### config.mk
export PLATFORM = sky130hd
export DESIGN_NAME = hsv_to_rgb_pixel
export DESIGN_NICKNAME = d
export VERILOG_FILES = /design/src/rtl/core/hsvrgb_pkg.sv /design/src/rtl/core/hsvrgb_chan.sv /design/src/rtl/core/hsv_to_rgb_pixel.sv
export SDC_FILE = /design/constraint.sdc
export NUM_CORES = 2
export LEC_CHECK = 0
export BUFFER_PORTS_ARGS = -buffer_cell sky130_fd_sc_hd__clkbuf_2
export CAP_MARGIN = 0
export CORE_ASPECT_RATIO = 2
export CORE_MARGIN = 3
export CORE_UTILIZATION = 38
export CTS_BUF_LIST = sky130_fd_sc_hd__clkbuf_16
export CTS_CLUSTER_DIAMETER = 150
export DETAILED_ROUTE_END_ITERATION = 10
export PLACE_DENSITY_LB_ADDON = 0.25
export SLEW_MARGIN = 30
export SYNTH_ARGS = -nofsm -noshare
export SYNTH_HDL_FRONTEND = slang
export SYNTH_SLANG_ARGS = --single-unit
### constraint.sdc
create_clock -name clk -period 7.85 [get_ports clk]
set_input_delay 1.1775 -clock clk [delete_from_list [all_inputs] [get_ports clk]]
set_output_delay 1.1775 -clock clk [all_outputs]
set_load 0.005 [all_outputs]
### src/rtl/core/hsvrgb_pkg.sv
// Shared constants, widths and types for the HSV to RGB pixel converter.
// Used by hsvrgb_chan and hsv_to_rgb_pixel; depends on nothing.
package hsvrgb_pkg;

    // Input formats
    localparam int HUE_W = 15;
    localparam int UNIT_W = 17;
    localparam int RGB_W = 8;

    localparam logic [HUE_W-1:0]  HUE_TURN   = 15'd23040;
    localparam int                HUE_SECTOR = 3840;
    localparam logic [UNIT_W-1:0] ONE_Q16    = 17'd65536;

    // Internal widths
    localparam int SECT_W = 3;      // sector 0..5
    localparam int FRAC_W = 12;     // offset within a sector, 0..3840
    localparam int PROD_W = 33;     // S*V and V - S*V, up to 2^32
    localparam int CHAN_W = 44;     // channel level in units of 1/(2^32*3840)
    localparam int SCALED_W = 53;   // 510*n + D
    localparam int SHIFT_LO = 41;   // 2D = 15 * 2^41
    localparam int QUOT_W = 12;     // floor((510n + D) / 2^41), at most 3839
    localparam int RECIP_W = 16;
    localparam int RECIP_SH = 19;
    localparam logic [RECIP_W-1:0] RECIP_15 = 16'd34953;   // ceil(2^19 / 15)
    localparam logic [SCALED_W-1:0] ROUND_D = 53'd16492674416640; // 2^32 * 3840
    localparam logic [RGB_W-1:0] FULL_SCALE = 8'd255;

    // Hue sectors
    localparam logic [SECT_W-1:0] SECT_RY = 3'd0;
    localparam logic [SECT_W-1:0] SECT_YG = 3'd1;
    localparam logic [SECT_W-1:0] SECT_GC = 3'd2;
    localparam logic [SECT_W-1:0] SECT_CB = 3'd3;
    localparam logic [SECT_W-1:0] SECT_BM = 3'd4;

    // Load enables for the three per-channel stages
    typedef struct packed {
        logic ld_sum;
        logic ld_scale;
        logic ld_byte;
    } chan_load_t;

endpackage

### src/rtl/core/hsvrgb_chan.sv
// One color channel: adds the M term, scales by 255 and rounds to a byte.
// Three register stages under load enables from the top level; uses hsvrgb_pkg.
module hsvrgb_chan (
    input  logic                                  clk,
    input  hsvrgb_pkg::chan_load_t                load,
    input  logic [hsvrgb_pkg::CHAN_W-1:0]         part,
    input  logic [hsvrgb_pkg::PROD_W-1:0]         base,
    output logic [hsvrgb_pkg::RGB_W-1:0]          level
);

    logic [hsvrgb_pkg::CHAN_W-1:0]   sum_reg, sum_next;
    logic [hsvrgb_pkg::QUOT_W-1:0]   quot_reg, quot_next;
    logic [hsvrgb_pkg::RGB_W-1:0]    byte_reg, byte_next;
    logic [hsvrgb_pkg::CHAN_W-1:0]   base_sc;
    logic [hsvrgb_pkg::SCALED_W-1:0] sum_w, scaled;
    logic [hsvrgb_pkg::QUOT_W+hsvrgb_pkg::RECIP_W-1:0] recip_prod;
    logic [hsvrgb_pkg::QUOT_W+hsvrgb_pkg::RECIP_W-hsvrgb_pkg::RECIP_SH-1:0] div15;

    always_comb
    begin
        // base * 3840 = base*4096 - base*256
        base_sc  = (hsvrgb_pkg::CHAN_W'(base) << 12) - (hsvrgb_pkg::CHAN_W'(base) << 8);
        sum_next = part + base_sc;

        // 510*n + D, then drop 2^41
        sum_w     = hsvrgb_pkg::SCALED_W'(sum_reg);
        scaled    = (sum_w << 9) - (sum_w << 1) + hsvrgb_pkg::ROUND_D;
        quot_next = scaled[hsvrgb_pkg::SCALED_W-1:hsvrgb_pkg::SHIFT_LO];

        // divide by 15 through the reciprocal, exact below 3840
        recip_prod = hsvrgb_pkg::QUOT_W'(quot_reg) * hsvrgb_pkg::RECIP_15;
        div15      = recip_prod[hsvrgb_pkg::QUOT_W+hsvrgb_pkg::RECIP_W-1:hsvrgb_pkg::RECIP_SH];
        if (div15 > (hsvrgb_pkg::QUOT_W+hsvrgb_pkg::RECIP_W-hsvrgb_pkg::RECIP_SH)'
                (hsvrgb_pkg::FULL_SCALE))
        begin
            byte_next = hsvrgb_pkg::FULL_SCALE;
        end
        else
        begin
            byte_next = div15[hsvrgb_pkg::RGB_W-1:0];
        end
    end

    always_ff @(posedge clk)
    begin
        if (load.ld_sum)
        begin
            sum_reg <= sum_next;
        end
        if (load.ld_scale)
        begin
            quot_reg <= quot_next;
        end
        if (load.ld_byte)
        begin
            byte_reg <= byte_next;
        end
    end

    assign level = byte_reg;

endmodule

### src/rtl/core/hsv_to_rgb_pixel.sv
// HSV to 8-bit RGB pixel converter, six register stages with per-stage valid.
// Throughput: one item per cycle while out_ready stays high; each stage loads
// when it is empty or its item moves on, so bubbles close up under output
// stall and nothing is lost or repeated.
// Reset (rst_n, async, active low) clears only the stage valid bits.
// Uses hsvrgb_pkg and three hsvrgb_chan instances for the final stages.
module hsv_to_rgb_pixel (
    input  logic                              clk,
    input  logic                              rst_n,
    input  logic                              in_valid,
    output logic                              in_ready,
    input  logic [hsvrgb_pkg::HUE_W-1:0]      hue,
    input  logic [hsvrgb_pkg::UNIT_W-1:0]     saturation,
    input  logic [hsvrgb_pkg::UNIT_W-1:0]     brightness,
    output logic                              out_valid,
    input  logic                              out_ready,
    output logic [hsvrgb_pkg::RGB_W-1:0]      red,
    output logic [hsvrgb_pkg::RGB_W-1:0]      green,
    output logic [hsvrgb_pkg::RGB_W-1:0]      blue
);

    localparam int NSTAGE = 6;

    // Stage valid bits (index 0 is stage 1) and load enables
    logic [NSTAGE-1:0] vld_reg, vld_next;
    logic [NSTAGE-1:0] load;
    hsvrgb_pkg::chan_load_t chan_load;

    // Stage 1: wrapped hue split into sector and offset, clamped S and V
    logic [hsvrgb_pkg::SECT_W-1:0] sect1_reg, sect1_next;
    logic [hsvrgb_pkg::FRAC_W-1:0] k1_reg, k1_next;
    logic [hsvrgb_pkg::UNIT_W-1:0] sat1_reg, sat1_next;
    logic [hsvrgb_pkg::UNIT_W-1:0] val1_reg, val1_next;
    logic [hsvrgb_pkg::HUE_W-1:0]  hue_wrap, sect_start;
    logic [hsvrgb_pkg::FRAC_W-1:0] frac;

    // Stage 2: chroma C = S*V
    logic [hsvrgb_pkg::SECT_W-1:0] sect2_reg;
    logic [hsvrgb_pkg::FRAC_W-1:0] k2_reg;
    logic [hsvrgb_pkg::UNIT_W-1:0] val2_reg;
    logic [hsvrgb_pkg::PROD_W-1:0] chroma2_reg, chroma2_next;
    logic [2*hsvrgb_pkg::UNIT_W-1:0] sv_prod;

    // Stage 3: M base, X and C scaled to common units, channel parts placed
    logic [hsvrgb_pkg::PROD_W-1:0] mbase3_reg, mbase3_next;
    logic [hsvrgb_pkg::CHAN_W-1:0] r3_reg, g3_reg, b3_reg;
    logic [hsvrgb_pkg::CHAN_W-1:0] r3_next, g3_next, b3_next;
    logic [hsvrgb_pkg::PROD_W+hsvrgb_pkg::FRAC_W-1:0] x_prod;
    logic [hsvrgb_pkg::CHAN_W-1:0] x_term, c_term, c_wide;

    // Ready chain: a stage loads when empty or when its item moves on
    always_comb
    begin
        load[NSTAGE-1] = !vld_reg[NSTAGE-1] || out_ready;
        for (int i = NSTAGE - 2; i >= 0; i--)
        begin
            load[i] = !vld_reg[i] || load[i+1];
        end
        vld_next = vld_reg;
        if (load[0])
        begin
            vld_next[0] = in_valid;
        end
        for (int i = 1; i < NSTAGE; i++)
        begin
            if (load[i])
            begin
                vld_next[i] = vld_reg[i-1];
            end
        end
    end

    always_ff @(posedge clk or negedge rst_n)
    begin
        if (!rst_n)
        begin
            vld_reg <= '0;
        end
        else
        begin
            vld_reg <= vld_next;
        end
    end

    assign in_ready  = load[0];
    assign out_valid = vld_reg[NSTAGE-1];

    // Stage 1 logic: wrap hue into one turn, find its sector by compare
    always_comb
    begin
        hue_wrap = (hue >= hsvrgb_pkg::HUE_TURN) ? (hue - hsvrgb_pkg::HUE_TURN) : hue;
        sect1_next = '0;
        sect_start = '0;
        for (int i = 1; i < 6; i++)
        begin
            if (hue_wrap >= hsvrgb_pkg::HUE_W'(i * hsvrgb_pkg::HUE_SECTOR))
            begin
                sect1_next = hsvrgb_pkg::SECT_W'(i);
                sect_start = hsvrgb_pkg::HUE_W'(i * hsvrgb_pkg::HUE_SECTOR);
            end
        end
        frac = hsvrgb_pkg::FRAC_W'(hue_wrap - sect_start);
        // Odd sectors fall, even sectors rise
        k1_next = sect1_next[0] ? (hsvrgb_pkg::FRAC_W'(hsvrgb_pkg::HUE_SECTOR) - frac)
                                : frac;
        sat1_next = (saturation > hsvrgb_pkg::ONE_Q16) ? hsvrgb_pkg::ONE_Q16 : saturation;
        val1_next = (brightness > hsvrgb_pkg::ONE_Q16) ? hsvrgb_pkg::ONE_Q16 : brightness;
    end

    // Stage 2 logic: one 17x17 multiply
    always_comb
    begin
        sv_prod      = sat1_reg * val1_reg;
        chroma2_next = sv_prod[hsvrgb_pkg::PROD_W-1:0];
    end

    // Stage 3 logic: X = C*k, C*3840, M = V*2^16 - C, place by sector
    always_comb
    begin
        x_prod = chroma2_reg * k2_reg;
        x_term = x_prod[hsvrgb_pkg::CHAN_W-1:0];
        c_wide = hsvrgb_pkg::CHAN_W'(chroma2_reg);
        c_term = (c_wide << 12) - (c_wide << 8);
        mbase3_next = ({val2_reg, 16'd0}) - chroma2_reg;

        r3_next = '0;
        g3_next = '0;
        b3_next = '0;
        case (sect2_reg)
            hsvrgb_pkg::SECT_RY:
            begin
                r3_next = c_term;
                g3_next = x_term;
            end
            hsvrgb_pkg::SECT_YG:
            begin
                r3_next = x_term;
                g3_next = c_term;
            end
            hsvrgb_pkg::SECT_GC:
            begin
                g3_next = c_term;
                b3_next = x_term;
            end
            hsvrgb_pkg::SECT_CB:
            begin
                g3_next = x_term;
                b3_next = c_term;
            end
            hsvrgb_pkg::SECT_BM:
            begin
                r3_next = x_term;
                b3_next = c_term;
            end
            default:
            begin
                r3_next = c_term;
                b3_next = x_term;
            end
        endcase
    end

    // Payload registers: hold unless the stage loads
    always_ff @(posedge clk)
    begin
        if (load[0])
        begin
            sect1_reg <= sect1_next;
            k1_reg    <= k1_next;
            sat1_reg  <= sat1_next;
            val1_reg  <= val1_next;
        end
        if (load[1])
        begin
            sect2_reg   <= sect1_reg;
            k2_reg      <= k1_reg;
            val2_reg    <= val1_reg;
            chroma2_reg <= chroma2_next;
        end
        if (load[2])
        begin
            mbase3_reg <= mbase3_next;
            r3_reg     <= r3_next;
            g3_reg     <= g3_next;
            b3_reg     <= b3_next;
        end
    end

    // Stages 4 to 6 live in the channel units
    assign chan_load.ld_sum   = load[3];
    assign chan_load.ld_scale = load[4];
    assign chan_load.ld_byte  = load[5];

    hsvrgb_chan u_red (
        .clk   (clk),
        .load  (chan_load),
        .part  (r3_reg),
        .base  (mbase3_reg),
        .level (red)
    );

    hsvrgb_chan u_green (
        .clk   (clk),
        .load  (chan_load),
        .part  (g3_reg),
        .base  (mbase3_reg),
        .level (green)
    );

    hsvrgb_chan u_blue (
        .clk   (clk),
        .load  (chan_load),
        .part  (b3_reg),
        .base  (mbase3_reg),
        .level (blue)
    );

endmodule

# Word-level counts from Yosys, hierarchy flattened
# Cells that the tools add are included.
[word_totals] ff_bits=477 input_bits=53 output_inout_bits=26
[op_classes] n_addsub=15 mul=5 n_lt_le_gt_ge=11 n_eq_ne=4 n_mux=15 n_reduce_logical=20
[op_table] operator="44-bit case mux with 2 select lines" n=3
[op_table] operator="53-bit by 44-bit adder with 53-bit output (second input constant)" n=3
[op_table] operator="53-bit by 45-bit subtractor with 53-bit output" n=3
[op_table] operator="44-bit adder" n=3
[op_table] operator="44-bit by 41-bit subtractor with 44-bit output" n=2
[op_table] operator="12-bit by 16-bit multiplier with 28-bit output (second input constant)" n=3
[op_table] operator="12-bit two-way mux" n=6
[op_table] operator="33-bit by 12-bit multiplier with 44-bit output" n=1
[op_table] operator="17-bit greater-than comparator (second input constant)" n=2
[op_table] operator="17-bit by 17-bit multiplier with 33-bit output" n=1
[op_table] operator="33-bit subtractor" n=1
[op_table] operator="15-bit by 14-bit >= comparator with 1-bit output (second input constant)" n=2
[op_table] operator="15-bit >= comparator (second input constant)" n=2
[op_table] operator="9-bit by 8-bit greater-than comparator with 1-bit output (second input constant)" n=3
[op_table] operator="15-bit by 12-bit >= comparator with 1-bit output (second input constant)" n=1
[op_table] operator="15-bit by 13-bit >= comparator with 1-bit output (second input constant)" n=1
[op_table] operator="15-bit two-way mux" n=1
[op_table] operator="15-bit subtractor (second input constant)" n=1
[op_table] operator="2-bit OR reduction" n=7
[op_table] operator="12-bit subtractor" n=1
[op_table] operator="12-bit subtractor (first input constant)" n=1
[op_table] operator="3-bit by 2-bit == test with 1-bit output (second input constant)" n=2
[op_table] operator="1-bit logical NOT" n=6
[op_table] operator="1-bit logical OR" n=6
[op_table] operator="5 further kinds" n=8

# Logic depth before layout (Yosys ltp)
[depth] depth_word=11 depth_mapped=25 depth_no_buf=24

# Modules after synthesis
# From an unflattened synthesis, not the netlist that was laid out.
[unflattened] cells_unflattened=6398 area_unflattened_um2=60803.3
[modules_own_cells] module="hsv_to_rgb_pixel" n_inst=1 cells_each=3560 area_each_um2=34779.6 seq_area_each_um2=8528.2
[modules_own_cells] module="hsvrgb_chan (u_blue ...)" n_inst=2 cells_each=944 area_each_um2=8695.8 seq_area_each_um2=1921.8
[modules_own_cells] module="hsvrgb_chan (u_red)" n_inst=1 cells_each=950 area_each_um2=8632.0 seq_area_each_um2=1921.8

# Least setup slack after synthesis
# No wires, ideal clock.
[synth_timing] kind="input port to flip-flop" startpoint="input port out_ready" endpoint="register b3_reg[0] in the netlist's numbering, enable pin" setup_time_ps=924 arrival_time_ps=7484 t_required_ps=6926 slack_ps=-559 stages=4 n_path_buf=0 cell_sequence="nor2b_1 nand3_1 nor2_1 inv_1"
[synth_rtl] element="from (decl)" line_no="hsv_to_rgb_pixel.sv:16" rtl="input logic out_ready,"
[synth_rtl] element="to (signal assigned)" line_no="hsv_to_rgb_pixel.sv:185" rtl="b3_reg <= b3_next;"
[synth_rtl] element="to (decl)" line_no="hsv_to_rgb_pixel.sv:46" rtl="logic [hsvrgb_pkg::CHAN_W-1:0] r3_reg, g3_reg, b3_reg;"

# Final worst setup path
[layout_timing] startpoint="register k2_reg[5] in the netlist's numbering" endpoint="register r3_reg[40] in the netlist's numbering, data pin"
[layout_via] elab_chain_cells=2
[layout_rtl] element="from (decl)" line_no="hsv_to_rgb_pixel.sv:39" rtl="logic [hsvrgb_pkg::FRAC_W-1:0] k2_reg;"
[layout_rtl] element="from (signal assigned)" line_no="hsv_to_rgb_pixel.sv:176" rtl="k2_reg <= k1_reg;"
[layout_rtl] element="33-bit by 12-bit multiplier with 44-bit output" line_no="hsv_to_rgb_pixel.sv:120" rtl="x_prod = chroma2_reg * k2_reg;"
[layout_rtl] element="44-bit case mux with 2 select lines" line_no="hsv_to_rgb_pixel.sv:129" rtl="case (sect2_reg)"
[layout_rtl] element="named net r3_next (one bit)" line_no="hsv_to_rgb_pixel.sv:47" rtl="logic [hsvrgb_pkg::CHAN_W-1:0] r3_next, g3_next, b3_next;"
[layout_rtl] element="to (signal assigned)" line_no="hsv_to_rgb_pixel.sv:183" rtl="r3_reg <= r3_next;"
[layout_rtl] element="to (decl)" line_no="hsv_to_rgb_pixel.sv:46"
# The timed path passes the listed nets, and every way through them passes these cells.
# A chain may end at the register's enable or synchronous reset.

==> results.py <==
metrics = {
    "die": {
        "start_util_pct": 38.3,
        "placeableCoreArea_um2": 148000,
        "std_cell_rows": 200,
        "die_height_um": 553,
        "die-area_um2": 154000,
        "design.portCount": 79,
        "dieWidth_um": 279,
    },
    "placement": {
        "detailed_place_hpwl_um": 142000,
        "portBuffers": 78,
        "gp_congestion": 0.971,
        "dp_cells": 7797,
    },
    "critical_path": {
        "setup.worst_path.class": "flip-flop to flip-flop",
        "worst_setup_path_end_kind": "flip-flop",
        "critical_path.max_fanout": 26,
        "startpoint_type": "flip-flop",
        "worst-endpoint-arrival_ns": 7.46,
        "crit_path_start": "k2_reg[5]",
        "reg_to_reg_critical_path_startpoint": "k2_reg[5]",
        "worst-endpoint-required_ns": 8.24,
    },
    "timing": {
        "fin_worst_hold_slack_ns": 0.357,
        "rsz0062_at_grt": "no",
        "final.min_clock_period_ns": 7.08,
        "final_min_period_over_clock_period_pct": 90.1,
        "fin_tns_setup_ns": 0,
        "worst-slew-pin-transition_ns": 0.991,
        "final.setup_skew_ns": 0.0474,
        "setup_violating_endpoint_count_in_the_final_report": 0,
        "relative_max_transition_margin_pct": 33.3,
        "fmax_ghz": 0.141,
        "drv_slew": 0,
        "final_hold_viol_count": 0,
    },
    "cells_and_area": {
        "fillCellCount": 14500,
        "final_layout_net_count": 7318,
        "drive_gt1_share_pct": 5.12,
        "final_cells": 7892,
        "utilization_pct": 41.5,
        "area_delta_synth_final_pct": 8.35,
    },
    "logic_synthesis": {
        "synth.yosys.seq_area_share_pct": 25.2,
        "yosys-top-cells-count": "1005 x inv_1, 755 x ha_1, 695 x nand2_1",
        "synth.most_common_cell": "inv_1",
        "post_synth_inst_count": 5886,
        "synth_async_sr_flop_share_pct": 1.26,
        "yosysWarnings": 0,
        "synth_edf_count": 471,
        "post_synth_instance_area_um2": 56800,
        "netlist.top_cell.by_area": "edfxtp_1",
        "synth.avg_cell_area_um2": 9.65,
        "yosysTopAreaCellShare_pct": 24.9,
        "synth.distinct_cells": 88,
        "synth_seq_cells": 477,
        "dominantRegCellSynth": "edfxtp_1",
        "post_synthesis_net_count": 7272,
        "ys_top_cells_by_area": "edfxtp_1 25%, fa_1 20%, ha_1 17%",
    },
    "global_routing": {
        "grt_pass1_vias": 46400,
        "grt_usage_pct": 21.9,
        "grt_first_pass_wirelength_um": 257000,
        "pin_count_of_the_biggest_net_entering_global_routing": 91,
        "antenna_found_initial": 1,
        "grt_overflow_total": 0,
    },
    "clock_tree": {
        "clock_latency_late_sink_ns": 0.68,
        "setup_fix_bufs_post_cts": 0,
        "clock-root-buffer": "clkbuf_16",
        "post_cts.resized_instances": 0,
        "cts_hold_buffers": 0,
        "h-tree-depth": 2,
        "clock_tree_from_tritoncts": "built",
        "clkSlewWorstSetupHoldPaths_ns": 0.07,
        "cts_made_buffers": 52,
        "clock_sinks": 477,
        "clk_path_buf_depth": 3,
    },
    "hold_path": {
        "worstHoldPathType": "input port to asynchronous set/reset pin",
    },
    "route": {
        "detail_route.vias_per_cell": 5.36,
        "detailed_routing_iteration_count_for_the_pre_antenna_repair_pass": 7,
        "detail_route.wl_per_cell_um": 21.4,
        "route.antenna.remaining_nets": 0,
        "detailedRoute.firstIterationViolations": 1849,
        "vias": 42300,
        "wl_um": 169000,
        "drc_errors": 0,
    },
    "run": {
        "maxCapViolations": 0,
    },
    "outcome": {
        "status": "complete, no violations",
    },
}
placed cells by master (no fill, tap or decap), types with 9 or more instances in the layout:
master        n
ha_1        755
nor2b_1      73
o21a_1       44
a22o_1       62
fa_1        578
nor3_1       54
a211oi_1     35
o211ai_1     25
a31o_2       11
and2_1      232
a221oi_1     12
a31oi_1      26
or2_2         9
nand2b_1     36
o31ai_1      21
nand4_1      42
o22ai_1      31
a21o_1      141
o21ai_0     153
a211o_1      11
or3_1        10
xor2_1      107
o31a_1       10
nand2_1     693
o2111ai_1    11
nor2_1      218
and3_1       25
clkbuf_16    53
buf_4        81
nor4_1       19
o21bai_1     50
xnor2_1     213
a21oi_1     295
inv_1      1005
edfxtp_1    471
nand3_1      70
clkbuf_2     78
through the flow:
stage,setup slack (ns),cell area [µm²]
6_report,0.774,61600
5_1_grt,0.451,61600
4_1_cts,0.829,61600
3_5_place_dp,0.837,59700
3_3_place_gp,0.854,59700
2_1_floorplan,1.08,56800
final cells by class:
class                   instances  area, µm²  share of cell area, %
well taps                    1919       2400                   3.90
multi-input cells            4236      38200                   62.1
diodes                          1       2.50                0.00406
inverters                    1005       3780                   6.14
flip-flops and latches        477      14300                   23.2
clock inverters                41        514                  0.835
clock buffers                  53       1330                   2.15
repair buffers                160       1020                   1.65
per-layer routing:
layer / global-route usage, % / wire [µm]
met1: 18.2 / 50800
met2: 44.7 / 96100
met3: 1.86 / 4620
met4: 19.1 / 17600
met5: 0 / 0
path summary, 6_finish.rpt:
kind	slack [ns]	cells past startpoint	endpoint
max	0.77	20	r3_reg[40]
min	0.36	1	vld_reg[0]
max reg2reg	0.77	20	r3_reg[40]
min reg2reg	0.41	0	sect2_reg[2]
max in group asynchronous	7.32	1	vld_reg[5]
min in group clk	0.41	0	sect2_reg[2]
critical path, cell delays in order, from the launching register on:
cell and delay (ns):
edfxtp_1 0.54, buf_4 0.39, nand2_1 0.13, fa_1 0.53
fa_1 0.52, inv_1 0.05, fa_1 0.46, fa_1 0.55
inv_1 0.05, fa_1 0.52, inv_1 0.05, ha_1 0.34
and3_1 0.20, o31ai_1 0.13, a211oi_2 0.61, o2111ai_1 0.20
nand3_1 0.32, a32o_1 0.34, mux2i_1 0.11, a2111oi_1 0.58
o22ai_1 0.18
cell families (layout without fill, tap and decap cells):
| group | Yosys count | after routing | share of synthesized area, % |
|---|---|---|---|
| XOR/XNOR | 322 | 322 | 4.96 |
| flip-flops | 477 | 477 | 25.2 |
| adder cells (fa/ha/maj) | 1333 | 1333 | 37.0 |
| AND/OR/NAND/NOR | 1529 | 1529 | 12.7 |
| multiplexers | 12 | 12 | 0.218 |
| buffers and inverters | 1173 | 1259 | 7.76 |
| other | 0 | 1 | 0 |
| AO/OA/AOI/OAI | 1040 | 1040 | 12.2 |
Power is not shown: default switching activity piles up to over one toggle a cycle in this logic, so the estimate is an artifact.
